**config.mk**
```make
export PLATFORM = sky130hd
export DESIGN_NAME = utf8_cluster_length
export DESIGN_NICKNAME = d
export VERILOG_FILES = /design/src/design/utf8cl_pkg.sv /design/src/design/utf8_cluster_length.sv
export SDC_FILE = /design/constraint.sdc
export NUM_CORES = 1
export LEC_CHECK = 0
export ABC_AREA = 1
export BUFFER_PORTS_ARGS = -buffer_cell sky130_fd_sc_hd__buf_2
export CORE_MARGIN = 10
export CORE_UTILIZATION = 31
export DETAILED_ROUTE_END_ITERATION = 6
export PLACE_DENSITY = 0.44
export SETUP_SLACK_MARGIN = 0.5
export SLEW_MARGIN = 10
export SYNTH_ARGS = -nofsm -noshare
export SYNTH_HDL_FRONTEND = slang
export SYNTH_SLANG_ARGS = --single-unit
```
**constraint.sdc**
```tcl
create_clock -name clk -period 7.05 [get_ports clk]
set_clock_uncertainty 0.1 [all_clocks]
set_input_delay 0.705 -clock clk [delete_from_list [all_inputs] [get_ports clk]]
set_output_delay 0.705 -clock clk [all_outputs]
set_load 0.005 [all_outputs]
```
**src/design/utf8cl_pkg.sv**
```systemverilog
// Types, constants and helper functions for the UTF-8 cluster length block.
`timescale 1ns / 1ps

package utf8cl_pkg;

	localparam int BYTE_W  = 8;
	localparam int CNT_W   = 4;
	localparam int LEN_W   = 5;
	localparam int CODE_W  = 42;
	localparam int OUT_W   = 8;

	localparam logic [CNT_W-1:0]  CNT_MAX   = 4'd15;
	localparam logic [BYTE_W-1:0] CONT_MASK = 8'hC0;
	localparam logic [BYTE_W-1:0] CONT_TAG  = 8'h80;
	localparam logic [BYTE_W-1:0] LOW6_MASK = 8'h3F;

	localparam logic [15:0] CMB0_LO = 16'h0300;
	localparam logic [15:0] CMB0_HI = 16'h0370;
	localparam logic [15:0] CMB1_LO = 16'h1DC0;
	localparam logic [15:0] CMB1_HI = 16'h1E00;
	localparam logic [15:0] CMB2_LO = 16'h20D0;
	localparam logic [15:0] CMB2_HI = 16'h2100;
	localparam logic [15:0] CMB3_LO = 16'hFE20;
	localparam logic [15:0] CMB3_HI = 16'hFE30;

	typedef logic [CNT_W-1:0] cnt_t;

	// Count of ones from bit 7 down to the first zero (0..8).
	function automatic cnt_t lead_ones(input logic [BYTE_W-1:0] b);
		cnt_t n;
		logic run;
		n   = '0;
		run = 1'b1;
		for (int i = BYTE_W - 1; i >= 0; i--) begin
			run = run & b[i];
			if (run) n = n + cnt_t'(1);
		end
		return n;
	endfunction

	// Payload bits of a lead byte: (0x80 >> l) - 1, kept to 8 bits.
	function automatic logic [BYTE_W-1:0] lead_mask(input cnt_t l);
		logic [BYTE_W-1:0] top;
		top = CONT_TAG >> l;
		return top - 8'd1;
	endfunction

	function automatic logic is_cont(input logic [BYTE_W-1:0] b);
		return (b & CONT_MASK) == CONT_TAG;
	endfunction

	function automatic cnt_t sat_inc(input cnt_t c);
		return (c == CNT_MAX) ? CNT_MAX : c + cnt_t'(1);
	endfunction

	// Code point falls in one of the combining-mark blocks.
	function automatic logic combining(input logic [CODE_W-1:0] c);
		logic [15:0] lo;
		logic        hi_zero;
		lo      = c[15:0];
		hi_zero = (c[CODE_W-1:16] == '0);
		return hi_zero && ((lo >= CMB0_LO && lo < CMB0_HI) ||
			(lo >= CMB1_LO && lo < CMB1_HI) ||
			(lo >= CMB2_LO && lo < CMB2_HI) ||
			(lo >= CMB3_LO && lo < CMB3_HI));
	endfunction

endpackage

```
**src/design/utf8_cluster_length.sv**
```systemverilog
// UTF-8 cluster length: byte length of the first code point plus a trailing combining mark.
// Pipeline: an accepted byte is held in the input stage register and decoded there;
//   its result beat is written into the output register when the stage advances.
// Throughput: one byte per cycle; the only stall is a result pending while the
//   previous result beat is still held by the output register.
// Reset: arst_n low clears the stage valid, output valid and decode state to idle.
`timescale 1ns / 1ps

module utf8_cluster_length import utf8cl_pkg::*; (
	input  logic              clk,
	input  logic              arst_n,
	// input stream
	input  logic              s_axis_tvalid,
	output logic              s_axis_tready,
	input  logic [BYTE_W-1:0] s_axis_tdata,  // [7:0] data_byte
	input  logic              s_axis_tuser,  // [0] start_query
	// result stream
	output logic              m_axis_tvalid,
	input  logic              m_axis_tready,
	output logic [OUT_W-1:0]  m_axis_tdata   // [4:0] length, [5] error, [7:6] zero
);

	typedef enum logic [1:0] {
		PH_IDLE,
		PH_FIRST,
		PH_SECOND
	} phase_t;

	// Input stage: one registered byte beat.
	logic              valid_s1;
	logic [BYTE_W-1:0] byte_s1;
	logic              start_s1;

	// Decode state.
	phase_t            phase_q;
	cnt_t              first_exp_q, first_seen_q;
	cnt_t              second_exp_q, second_seen_q;
	logic [CODE_W-1:0] code_q;

	// Result register.
	logic              out_valid_q;
	logic [LEN_W-1:0]  out_len_q;
	logic              out_err_q;

	// Next-state values.
	phase_t            phase_d;
	cnt_t              first_exp_d, first_seen_d;
	cnt_t              second_exp_d, second_seen_d;
	logic [CODE_W-1:0] code_d;
	logic              emit;
	logic [LEN_W-1:0]  res_len;
	logic              res_err;

	logic              advance;
	cnt_t              lead;
	logic              cont;

	assign lead = lead_ones(byte_s1);
	assign cont = is_cont(byte_s1);

	always_comb begin
		phase_d       = phase_q;
		first_exp_d   = first_exp_q;
		first_seen_d  = first_seen_q;
		second_exp_d  = second_exp_q;
		second_seen_d = second_seen_q;
		code_d        = code_q;
		emit          = 1'b0;
		res_len       = '0;
		res_err       = 1'b0;

		if (start_s1) begin
			// A start abandons any query in flight.
			if (cont) begin
				emit    = 1'b1;
				res_err = 1'b1;
			end else if (byte_s1 == '0) begin
				emit = 1'b1;  // empty string
			end else begin
				first_exp_d   = (lead == '0) ? cnt_t'(1) : lead;
				first_seen_d  = cnt_t'(1);
				second_exp_d  = '0;
				second_seen_d = '0;
				code_d        = '0;
				phase_d       = PH_FIRST;
			end
		end else begin
			case (phase_q)
				PH_FIRST: begin
					if (cont) begin
						first_seen_d = sat_inc(first_seen_q);
					end else if (first_seen_q != first_exp_q) begin
						emit    = 1'b1;
						res_err = 1'b1;
					end else if (lead == '0) begin
						// single-byte follower, terminator included
						emit    = 1'b1;
						res_len = {1'b0, first_exp_q};
					end else begin
						second_exp_d  = lead;
						second_seen_d = cnt_t'(1);
						code_d        = {{(CODE_W-BYTE_W){1'b0}}, byte_s1 & lead_mask(lead)};
						phase_d       = PH_SECOND;
					end
				end
				PH_SECOND: begin
					if (cont) begin
						second_seen_d = sat_inc(second_seen_q);
						code_d        = {code_q[CODE_W-7:0], byte_s1[5:0]};
					end else if (second_seen_q != second_exp_q) begin
						emit    = 1'b1;
						res_err = 1'b1;
					end else if (combining(code_q)) begin
						emit    = 1'b1;
						res_len = {1'b0, first_exp_q} + {1'b0, second_exp_q};
					end else begin
						emit    = 1'b1;
						res_len = {1'b0, first_exp_q};
					end
				end
				default: begin
					// idle bytes without a start are dropped
				end
			endcase
		end

		if (emit) phase_d = PH_IDLE;
	end

	// The stage moves unless it holds a result and the output is still full.
	assign advance       = valid_s1 && !(emit && out_valid_q && !m_axis_tready);
	assign s_axis_tready = !valid_s1 || advance;

	always_ff @(posedge clk or negedge arst_n) begin
		if (!arst_n) begin
			valid_s1      <= 1'b0;
			byte_s1       <= '0;
			start_s1      <= 1'b0;
			phase_q       <= PH_IDLE;
			first_exp_q   <= '0;
			first_seen_q  <= '0;
			second_exp_q  <= '0;
			second_seen_q <= '0;
			code_q        <= '0;
			out_valid_q   <= 1'b0;
			out_len_q     <= '0;
			out_err_q     <= 1'b0;
		end else begin
			if (s_axis_tready) begin
				valid_s1 <= s_axis_tvalid;
				byte_s1  <= s_axis_tdata;
				start_s1 <= s_axis_tuser;
			end
			if (advance) begin
				phase_q       <= phase_d;
				first_exp_q   <= first_exp_d;
				first_seen_q  <= first_seen_d;
				second_exp_q  <= second_exp_d;
				second_seen_q <= second_seen_d;
				code_q        <= code_d;
			end
			if (advance && emit) begin
				out_valid_q <= 1'b1;
				out_len_q   <= res_len;
				out_err_q   <= res_err;
			end else if (m_axis_tready) begin
				out_valid_q <= 1'b0;
			end
		end
	end

	assign m_axis_tvalid = out_valid_q;
	assign m_axis_tdata  = {{(OUT_W-LEN_W-1){1'b0}}, out_err_q, out_len_q};

endmodule

```
; ---- Word level (Yosys, flattened, before mapping)
; Cells that the tools add are included.
[totals]
wordCells = 160
ff_bits = 77
[classes]
eq_ne = 19
order_cmp = 8
shifts = 1
bitwise_logic = 10
n_reduce_logical = 29
n_mux = 70
addsub = 11
[ops]
columns = cell, n
row1 = $mux 42, 7
row2 = $mux 4, 29
row3 = $pmux 42 s2, 1
row4 = $add 4x1->4 const B, 8
row5 = $logic_not 26->1, 1
row6 = $mux 5, 4
row7 = $mux 2, 9
row8 = $ne 3x3->1 const B, 6
row9 = $ge 16x10->1 const B, 1
row10 = $ge 16x13->1 const B, 1
row11 = $ge 16x14->1 const B, 1
row12 = $ge 16x16->1 const B, 1
row13 = $lt 16x10->1 const B, 1
row14 = $lt 16x13->1 const B, 1
row15 = $lt 16x14->1 const B, 1
row16 = $lt 16x16->1 const B, 1
row17 = $mux 1, 16
row18 = $ne 2x2->1 const B, 6
row19 = $reduce_and 6->1, 2
row20 = $pmux 5 s2, 1
row21 = $logic_and 1x1->1, 9
row22 = $and 8x8->8, 1
row23 = $eq 4x4->1 const B, 2
row24 = $logic_not 8->1, 1
row25 = other kinds (19), 37

; ---- Longest topological paths before layout
; Gate-level depths: netlist (run 1).
[logic_depth]
word_depth = 27
ltp_mapped = 34

; ---- Worst setup path after synthesis (run 1)
; OpenSTA, ideal clock, no wires.
[synth_path]
path_type = flip-flop to output port
start = register byte_s1[7]
end = output s_axis_tready
path_stages_with_launch = 29
arrival_ns = 3.905
slack_ns = 2.340
required_time_ns = 6.245
path_cell_list = dfrtp_1 > inv_1 > nor2_2 > nor2_1 > inv_1 > ha_1 > inv_1 > a31oi_1 > ha_1 > nand3_1 > nand2_1 > ha_1 > inv_1 > nand2_1 > and2_1 > ha_1 > nand2_1 > nand2_1 > ha_1 > or2_1 > nand2_2 > nand2_2 > nor2_2 > nand2_2 > nand2_2 > nand2_2 > nand2_4 > nand4_4 > buf_2
[synth_between]
elab_chain_cells = 26
word_cells_on_any_way = 38
cone_classes = add/sub: 7 / eq/ne: 1 / mux: 16 / bitwise: 7 / reduce/logical: 7
[synth_rtl]
columns = element, line_no
row1 = start: declaration, utf8_cluster_length.sv:31  ; logic [BYTE_W-1:0] byte_s1;
row2 = start signal: assignment, utf8_cluster_length.sv:151  ; byte_s1 <= s_axis_tdata;
row3 = $mux 1, utf8cl_pkg.sv:36  ; if (run) n = n + cnt_t'(1);
row4 = $add 1x1->2, utf8cl_pkg.sv:36
row5 = $mux 2, utf8cl_pkg.sv:36
row6 = $add 4x1->4, utf8cl_pkg.sv:36
row7 = $mux 4, utf8cl_pkg.sv:36
row8 = $add 4x1->4, utf8cl_pkg.sv:36
row9 = $mux 4, utf8cl_pkg.sv:36
row10 = $add 4x1->4, utf8cl_pkg.sv:36
row11 = (+9 left out), --
row12 = $mux 1, utf8_cluster_length.sv:92  ; end else if (first_seen_q != first_exp_q) begin
row13 = $mux 1, utf8_cluster_length.sv:90  ; if (cont) begin
row14 = $pmux 1 s2, utf8_cluster_length.sv:88  ; case (phase_q)
row15 = $mux 1 (*), utf8_cluster_length.sv:72  ; if (start_s1) begin
row16 = $logic_and 1x1->1 (*) (2 in series), utf8_cluster_length.sv:131  ; assign advance = valid_s1 && !(emit && out_valid_q && !m_axis_tready);
row17 = $logic_not 1->1 (*), utf8_cluster_length.sv:131
row18 = $logic_and 1x1->1 (*), utf8_cluster_length.sv:131
row19 = $logic_or 1x1->1 (*), utf8_cluster_length.sv:132  ; assign s_axis_tready = !valid_s1 || advance;
row20 = end: declaration, utf8_cluster_length.sv:14  ; output logic s_axis_tready,
; Every way passes the cells marked *; elsewhere a longest branch is shown, timed or not.

; ---- Worst setup path in the final report (run 1)
; Ends and elaborated chain as after synthesis.

==> metrics.csv, run 1 <==
stage,metric,value,unit
yosys,mux contribution to synthesized area,0,%
sta,Fin. Hold Viols,0,
global_route,vias in the first global route,3631,
detailed_routing,average wire per standard cell,13.5,um
sta,RSZ-0062 raised after global routing,no,
worst_setup_path,critical path's slowest cell,dfrtp_1,
sta,"Period Utilization, post-route",79.2,%
detailed_routing,First DRT Iteration DRCs,217,
placement,Final GP Congestion,0.822,
yosys,register area share after synthesis,41.2,%
yosys,YS warnings,0,
power_and_ir_drop,pwr dens,273,nW/um^2
sta,WHS,0.384,ns
sta,Worst-Margin Slew,1.04,ns
global_route,total grt overflow,0,
worst_setup_path,CP Class,reg2out,
yosys,adder-cell share of the synthesized area,4.18,%
run,MaxCap Viol Count,0,
worst_setup_path,Critical Path Fanout Max,18,
floorplanning,core area,14600,um^2
power_and_ir_drop,Peak supply drop,0.107,mV
final_layout,# diodes,0,
sta,"Slew Viols, Final",0,
clock_tree,number of clock sinks,77,
global_route,largest net degree at the start of global routing,78,
worst_setup_path,CP required,6.24,ns
yosys,post-synthesis simple-gate area fraction,28.7,%
worst_setup_path,Reg2Reg Depth,31,
worst_setup_path,Critical Path Max Stage Delay,0.43,ns
clock_tree,clk root buf,clkbuf_16,
yosys,count of different cell masters after synthesis,47,
clock_tree,Post-CTS Hold Buffers,0,
yosys,Post-Synth XOR/XNOR Area,2.06,%
floorplanning,Initial Utilization,31.9,%
power_and_ir_drop,Pint,862,uW
floorplanning,die area,20400,um^2
yosys,Compound-Gate Fraction of Synth Area,16.2,%
placement,HPWL Detailed,7520,um
worst_setup_path,CP arrival,4.78,ns
detailed_routing,vias per cell,4.77,
clock_tree,CTS tree,done,
power_and_ir_drop,Reg power frac,39.7,%
clock_tree,deepest clock path buffer count,2,
placement,dpl cell area,4870,um^2
worst_setup_path,element type at the critical path end,primary output,
final_layout,share of post-route cells with drive strength above 1,16.6,%
placement,Place WS,1.54,ns
clock_tree,H-tree depth,3,
worst_setup_path,RR Startpoint,byte_s1[7]$_DFFE_PN0P_,
sta,Slew HR,31.0,%
detailed_routing,DRC violations left,0,
detailed_routing,routed vias,3742,
final_layout,final core occ,35.2,%
final_layout,Final Instance Area,5150,um^2
clock_tree,Clock Latency Late Sink,0.35,ns
final_layout,synth-to-layout area growth,10.2,%
detailed_routing,final wirelength,10600,um
clock_tree,post-cts repair resize count,0,
global_route,wire length of the first global-routing pass,18300,um
clock_tree,Worst-path clk slew,0.06,ns
power_and_ir_drop,Comb pwr share,27.8,%
final_layout,Final #Nets,624,
power_and_ir_drop,Leakage,2.48,nW
worst_setup_path,reg2reg end,code_q[33]$_DFFE_PN0P_,
yosys,synthesized flop and latch total,77,
sta,final setup fails,0,
yosys,Synth Instances,583,
detailed_routing,First-pass DRT Iterations,4,
sta,Max Freq,179,MHz
yosys,mean post-synth cell area,8.02,um^2
floorplanning,Die X,143,um
yosys,largest family of logic cells by synthesized area,simple AND/OR/NAND/NOR gates,
clock_tree,# Post-CTS Setup Buffers,0,
sta,worst setup margin,1.47,ns
sta,min Tclk post-route,5.58,ns
yosys,Mapped Area,4670,um^2
outcome,status,"finished, final reports clean",
power_and_ir_drop,Sw Pwr,542,uW
floorplanning,row count,44,
clock_tree,Inserted Clock Buffers,9,
sta,Fin Setup TNS,0,ns
hold_path,Tightest Hold Check Type,in2async,
power_and_ir_drop,sw frac,38.6,%
detailed_routing,Routed Antenna Nets,0,
global_route,initial antenna violation count,0,
yosys,ys async rst share,100,%
worst_setup_path,type of origin of the critical path,flop,
placement,Port Buf Inserts,20,
global_route,GRT Total Usage,11.1,%
yosys,ys flop type,dfrtp_1,
yosys,Post-synth EDFFs,0,
power_and_ir_drop,Clk pwr share,32.5,%
floorplanning,Top Ports,23,
floorplanning,height of the chip,143,um
worst_setup_path,flop2flop setup slack,1.54,ns
-- metal layers --
| metal | track usage [%] | part of all wire (%) | vias to the layer above |
|---|---|---|---|
| met3 | 1.99 | 2.9 | 13 |
| met2 | 16.8 | 44 | 51 |
| met1 | 15.1 | 51 | 1728 |
| li1 | - | - | 1950 |
| met4 | 4.94 | 1.8 | 0 |
| met5 | 0 | 0 | - |
-- registers in the layout, summed over array words and instances (netlist names) --
register,cells
byte_s1,8
code_q,42
first_exp_q,4
first_seen_q,4
m_axis_tvalid,1
out_err_q,1
out_len_q,5
phase_q,2
second_exp_q,4
second_seen_q,4
start_s1,1
valid_s1,1
-- per-stage QoR --
stage / std cells / power [mW]
after global placement: 769 / 0.958
after floorplan: 584 / 0.886
after detailed placement: 769 / 0.962
final: 785 / 1.40
after CTS: 785 / 1.42
after global routing: 785 / 1.51
-- worst max-delay path by stage --
stage                                 from                     end  slack (ns)  depth (start not counted)
floorplan           byte_s1[7]$_DFFE_PN0P_           s_axis_tready        2.34                         28
global placement    byte_s1[7]$_DFFE_PN0P_  code_q[11]$_DFFE_PN0P_        1.66                         31
detailed placement  byte_s1[7]$_DFFE_PN0P_  code_q[11]$_DFFE_PN0P_        1.54                         31
CTS                 byte_s1[7]$_DFFE_PN0P_           s_axis_tready        1.44                         28
global route        byte_s1[7]$_DFFE_PN0P_           s_axis_tready        0.98                         28
finish              byte_s1[7]$_DFFE_PN0P_           s_axis_tready        1.47                         28
-- final cells by class --
cell class,instances,area [um^2]
Fill cell,1566,9490
Inverter,52,195
Sequential cell,77,1930
Timing Repair Buffer,22,118
Multi-Input combinational cell,434,2400
Clock inverter,6,46.3
Clock buffer,10,239
Tap cell,184,230
-- worst max-delay path, delay by kind of cell, from the launching register on --
family	cells	cell delay, ns
flops	1	0.43
compound gates	1	0.09
buf+inv	5	0.53
fa+ha+maj	5	1.32
simple gates	17	2.06
-- power by group through the flow --
| stage | clock network [mW] | registers (mW) | logic, mW |
|---|---|---|---|
| finish | 0.456 | 0.558 | 0.391 |
| global placement | 0 | 0.566 | 0.392 |
| floorplan | 0 | 0.545 | 0.341 |
| CTS | 0.467 | 0.558 | 0.398 |
| detailed placement | 0 | 0.566 | 0.396 |
| global route | 0.491 | 0.567 | 0.447 |
-- cell families (layout without fill, tap and decap cells) --
| group | Yosys count | in the layout |
|---|---|---|
| xor+xnor | 11 | 11 |
| fa+ha+maj | 15 | 15 |
| other cells | 1 | 2 |
| buf+inv | 73 | 90 |
| simple gates | 295 | 295 |
| compound gates | 111 | 111 |
| flops | 77 | 77 |
-- Yosys cell counts (2+ instances only) --
library cell	n	share of area, %
nand2_1	187	15
dfrtp_1	77	41
inv_1	50	4.0
o21ai_2	38	7.1
nand3_1	36	3.9
o21ai_0	33	3.5
nor2_1	28	2.2
ha_1	14	3.7
o21ai_1	11	1.2
xor2_1	10	1.9
a21oi_1	9	0.96
buf_6	9	2.2
o211ai_1	9	1.4
nor4_1	8	1.1
nand2_2	7	0.94
nand4_1	7	0.94
clkbuf_1	6	0.48
nor2_2	4	0.54
buf_2	3	0.32
buf_4	3	0.48
nor3_1	3	0.32
or4_1	3	0.48
nand3_4	2	0.75
nand4_4	2	0.91
nor2_4	2	0.48
-- placed cells by master (no fill, tap or decap), types with 7 or more instances in the layout --
master / netlist / routed
o21ai_1: 11 / 11
o21ai_2: 38 / 38
inv_1: 50 / 50
buf_2: 3 / 19
nor4_1: 8 / 8
dfrtp_1: 77 / 77
xor2_1: 10 / 10
nor2_1: 28 / 27
nand2_1: 187 / 187
nand2_2: 7 / 7
nand4_1: 7 / 7
o211ai_1: 9 / 9
o21ai_0: 33 / 33
nand3_1: 36 / 36
a21oi_1: 9 / 9
clkbuf_16: 0 / 9
ha_1: 14 / 14
No activity file was read; power rests on OpenSTA's default activity.
==> run 2, diff against run 1 <==
--- a/config.mk
+++ b/config.mk
@@ -5,7 +5,7 @@
 export SDC_FILE = /design/constraint.sdc
 export NUM_CORES = 1
 export LEC_CHECK = 0
-export ABC_AREA = 1
+export ABC_AREA = 0
 export BUFFER_PORTS_ARGS = -buffer_cell sky130_fd_sc_hd__buf_2
 export CORE_MARGIN = 10
 export CORE_UTILIZATION = 31
==> constraint.sdc (replaced) <==
create_clock -name clk -period 5.7 [get_ports clk]
set_clock_uncertainty 0.1 [all_clocks]
set_input_delay 0.57 -clock clk [delete_from_list [all_inputs] [get_ports clk]]
set_output_delay 0.57 -clock clk [all_outputs]
set_load 0.005 [all_outputs]
==> run 2 against run 1 <==
- the run now ends with setup timing left
- flip-flop and latch count unchanged
- core utilization increased by 3.8 points
- final area increased by 9.7%
- wire length is 12% higher
- global-route usage is 1.1 points higher
- critical path depth shrank 3
- critical path type unchanged
- critical endpoint unchanged
- largest cell class unchanged
==> metrics.csv, run 2 <==
stage,metric,value,unit,change
final_layout,share of post-route cells with drive strength above 1,23.5,%,was 16.6%
floorplanning,row count,44,,unchanged
yosys,synthesized flop and latch total,77,,unchanged
final_layout,biggest regs,"code_q x42, byte_s1 x8, out_len_q x5",,unchanged
sta,Max Freq,174,MHz,
clock_tree,deepest clock path buffer count,2,,unchanged
worst_setup_path,reg2reg end,start_s1$_DFFE_PN0P_,,was code_q[33]$_DFFE_PN0P_
global_route,vias in the first global route,3841,,was 3631
hold_path,Tightest Hold Check Type,in2async,,unchanged
final_layout,Non-Filler Instances,759,,was 785
outcome,status,"complete, but fails checks",,"was finished, final reports clean"
run,MaxCap Viol Count,0,,unchanged
sta,min Tclk post-route,5.75,ns,
global_route,initial antenna violation count,0,,unchanged
global_route,met2 Use GR,17.8,%,was 16.8%
detailed_routing,First DRT Iteration DRCs,201,,was 217
power_and_ir_drop,Peak supply drop,0.136,mV,was 0.107 mV
global_route,GRT busiest layer,met2,,unchanged
floorplanning,Die X,141,um,was 143 um
yosys,top-count cell post-synth,nand2_1,,unchanged
sta,"Slew Viols, Final",0,,unchanged
placement,dpl cells,721,,was 769
global_route,GRT Total Usage,12.2,%,was 11.1%
detailed_routing,vias per cell,5.12,,was 4.77
sta,Worst-Margin Slew,0.979,ns,was 1.04 ns
yosys,count of different cell masters after synthesis,63,,was 47
sta,Fin. Hold Viols,0,,unchanged
final_layout,register name with the most flops,code_q,,unchanged
final_layout,fillers,1448,,was 1566
sta,WHS,0.288,ns,was 0.384 ns
floorplanning,Top Ports,23,,unchanged
final_layout,# diodes,0,,unchanged
clock_tree,Clock Latency Late Sink,0.34,ns,was 0.35 ns
worst_setup_path,RR Startpoint,byte_s1[7]$_DFFE_PN0P_,,unchanged
global_route,wire length of the first global-routing pass,19900,um,was 18300 um
placement,Port Buf Inserts,20,,unchanged
yosys,YS warnings,0,,unchanged
yosys,area share of the largest cell type after synthesis,42.2,%,was 41.2%
yosys,ys async rst share,100,%,unchanged
clock_tree,CTS tree,done,,unchanged
detailed_routing,average wire per standard cell,15.7,um,was 13.5 um
final_layout,Final Instance Area,5650,um^2,was 5150 um^2
worst_setup_path,Reg2Reg Depth,28,,was 31
yosys,ys flop type,dfrtp_1,,unchanged
global_route,met3 usage in global routing,3.24,%,was 1.99%
clock_tree,Worst-path clk slew,0.07,ns,was 0.06 ns
sta,worst setup margin,-0.0487,ns,was 1.47 ns
worst_setup_path,element type at the critical path end,primary output,,unchanged
final_layout,"commonest non-fill, non-tap cell in the layout",nand2_1,,unchanged
final_layout,Final #Nets,598,,was 624
yosys,mean post-synth cell area,8.64,um^2,was 8.02 um^2
clock_tree,clk root buf,clkbuf_16,,unchanged
yosys,top post-synthesis cells by area,"dfrtp_1, nand2_1, o21ai_0",,"was dfrtp_1, nand2_1, o21ai_2"
detailed_routing,First-pass DRT Iterations,4,,unchanged
global_route,largest net degree at the start of global routing,78,,unchanged
placement,Place WS,0.0260,ns,was 1.54 ns
detailed_routing,DRC violations left,0,,unchanged
yosys,Synth Instances,528,,was 583
clock_tree,number of clock sinks,77,,unchanged
power_and_ir_drop,pwr dens,303,nW/um^2,was 273 nW/um^2
final_layout,area of the multi-input gates,2660,um^2,was 2400 um^2
sta,"Period Utilization, post-route",101,%,
floorplanning,core area,14500,um^2,was 14600 um^2
yosys,leading area contributor after synthesis,dfrtp_1,,unchanged
detailed_routing,Routed Antenna Nets,0,,unchanged
worst_setup_path,CP arrival,5.08,ns,was 4.78 ns
worst_setup_path,flop2flop setup slack,0.19,ns,was 1.54 ns
sta,final setup fails,1,,was 0
placement,Final GP Congestion,0.865,,was 0.822
yosys,register area share after synthesis,42.2,%,was 41.2%
clock_tree,Inserted Clock Buffers,9,,unchanged
worst_setup_path,Critical Path Fanout Max,3,,was 18
placement,dpl cell area,4930,um^2,was 4870 um^2
final_layout,register area,1930,um^2,about the same
worst_setup_path,CP required,5.03,ns,was 6.24 ns
floorplanning,die area,20000,um^2,was 20400 um^2
outcome,failing checks,setup timing,,
yosys,Mapped Area,4560,um^2,was 4670 um^2
sta,RSZ-0062 raised after global routing,yes,,was no
detailed_routing,final wirelength,11900,um,was 10600 um
worst_setup_path,type of origin of the critical path,flop,,unchanged
clock_tree,H-tree depth,3,,unchanged
final_layout,max FFs per register,42,,unchanged
floorplanning,height of the chip,141,um,was 143 um
yosys,Post-synth EDFFs,0,,unchanged
global_route,total grt overflow,0,,unchanged
yosys,synth cell count leaders,"nand2_1, dfrtp_1, o21ai_0, nor2_1, inv_1",,"was nand2_1, dfrtp_1, inv_1, o21ai_2, nand3_1"
detailed_routing,routed vias,3886,,was 3742
worst_setup_path,CP Class,reg2out,,unchanged
placement,HPWL Detailed,8140,um,was 7520 um
final_layout,synth-to-layout area growth,23.9,%,was 10.2%
global_route,M1 GR Usage,16.8,%,was 15.1%
final_layout,"leading cell types in the layout, fill and taps excluded","nand2_1, dfrtp_1, o21ai_0",,"was nand2_1, dfrtp_1, inv_1"
sta,Slew HR,34.7,%,was 31.0%
floorplanning,Initial Utilization,31.5,%,was 31.9%
power_and_ir_drop,Leakage,2.43,nW,was 2.48 nW
## run 2: where the power goes
| part | switching [mW] | internal [mW] |
|---|---|---|
| clock | 0.241 | 0.354 |
| sequential | 0.0735 | 0.606 |
| combinational | 0.239 | 0.201 |
| total | 0.553 | 1.16 |
## run 2: how the worst max path moves through the flow
stage / endpoint / slack, ns / from / depth (start not counted)
floorplan: s_axis_tready / 0.21 / byte_s1[7]$_DFFE_PN0P_ / 26
global placement: code_q[6]$_DFFE_PN0P_ / 0.17 / byte_s1[7]$_DFFE_PN0P_ / 29
detailed placement: code_q[6]$_DFFE_PN0P_ / 0.03 / byte_s1[6]$_DFFE_PN0P_ / 30
CTS: s_axis_tready / -0.00002 / byte_s1[7]$_DFFE_PN0P_ / 25
global route: s_axis_tready / -0.28 / byte_s1[7]$_DFFE_PN0P_ / 25
finish: s_axis_tready / -0.05 / byte_s1[7]$_DFFE_PN0P_ / 25
## run 2: kinds of logic (layout without fill, tap and decap cells)
family	Yosys count	in the layout	synth area share, %
buffers and inverters	50	96	4.72
and+or+nand+nor	221	221	21.9
xor gates and xnor gates	14	14	2.99
adders and majority gates	15	15	4.28
other	1	2	0.0822
muxes	20	20	5.57
DFF	77	77	42.2
AOI/OAI and AO/OA	130	130	18.2
## run 2: worst max-delay path, cell delays in order, from the launching register on
cell and delay, ns:
dfrtp_2 0.43, a21boi_4 0.23, ha_4 0.23, nor2_4 0.08, nor2_2 0.05, ha_1 0.31, mux2_4 0.29, ha_4 0.28
nand2_4 0.05, a31oi_4 0.21, nor2_2 0.05, nor2_1 0.09, ha_1 0.24, a21oi_1 0.12, a21bo_2 0.24, nand2_2 0.08
inv_2 0.05, ha_4 0.20, and2_4 0.15, a211oi_2 0.21, o311a_1 0.21, o21ai_2 0.10, a31oi_4 0.20, a21oi_4 0.08
or3b_4 0.42, buf_6 0.13
## run 2: final cells by class
type	count	share of cell area (%)
clock buffer	10	4.23
tap	184	4.07
timing repair buffer	57	7.75
sequential	77	34.1
clock inverter	6	1.22
multi-input combinational	402	47.0
inverter	23	1.57
## run 2: what timing repair did
item	CTS	global route
pin swaps	11	20
hold buffers	0	0
resized for setup	25	30
setup buffers	15	7
setup endpoints to repair	59	69
## run 2: stage by stage
| stage | utilization (%) | setup TNS, ns | total power [mW] |
|---|---|---|---|
| after global routing | 39.0 | -0.539 | 1.82 |
| after floorplan | - | 0 | 0.948 |
| final | 39.0 | -0.0487 | 1.71 |
| after CTS | 37.8 | -0.0000213 | 1.70 |
| after detailed placement | 34.0 | 0 | 1.06 |
| after global placement | 34.0 | 0 | 1.06 |
## run 2: routing by layer
layer / vias to the layer above / share of wire [%]
li1: 1941 / -
met1: 1873 / 49
met2: 56 / 46
met3: 16 / 3.8
met4: 0 / 1.6
met5: - / 0
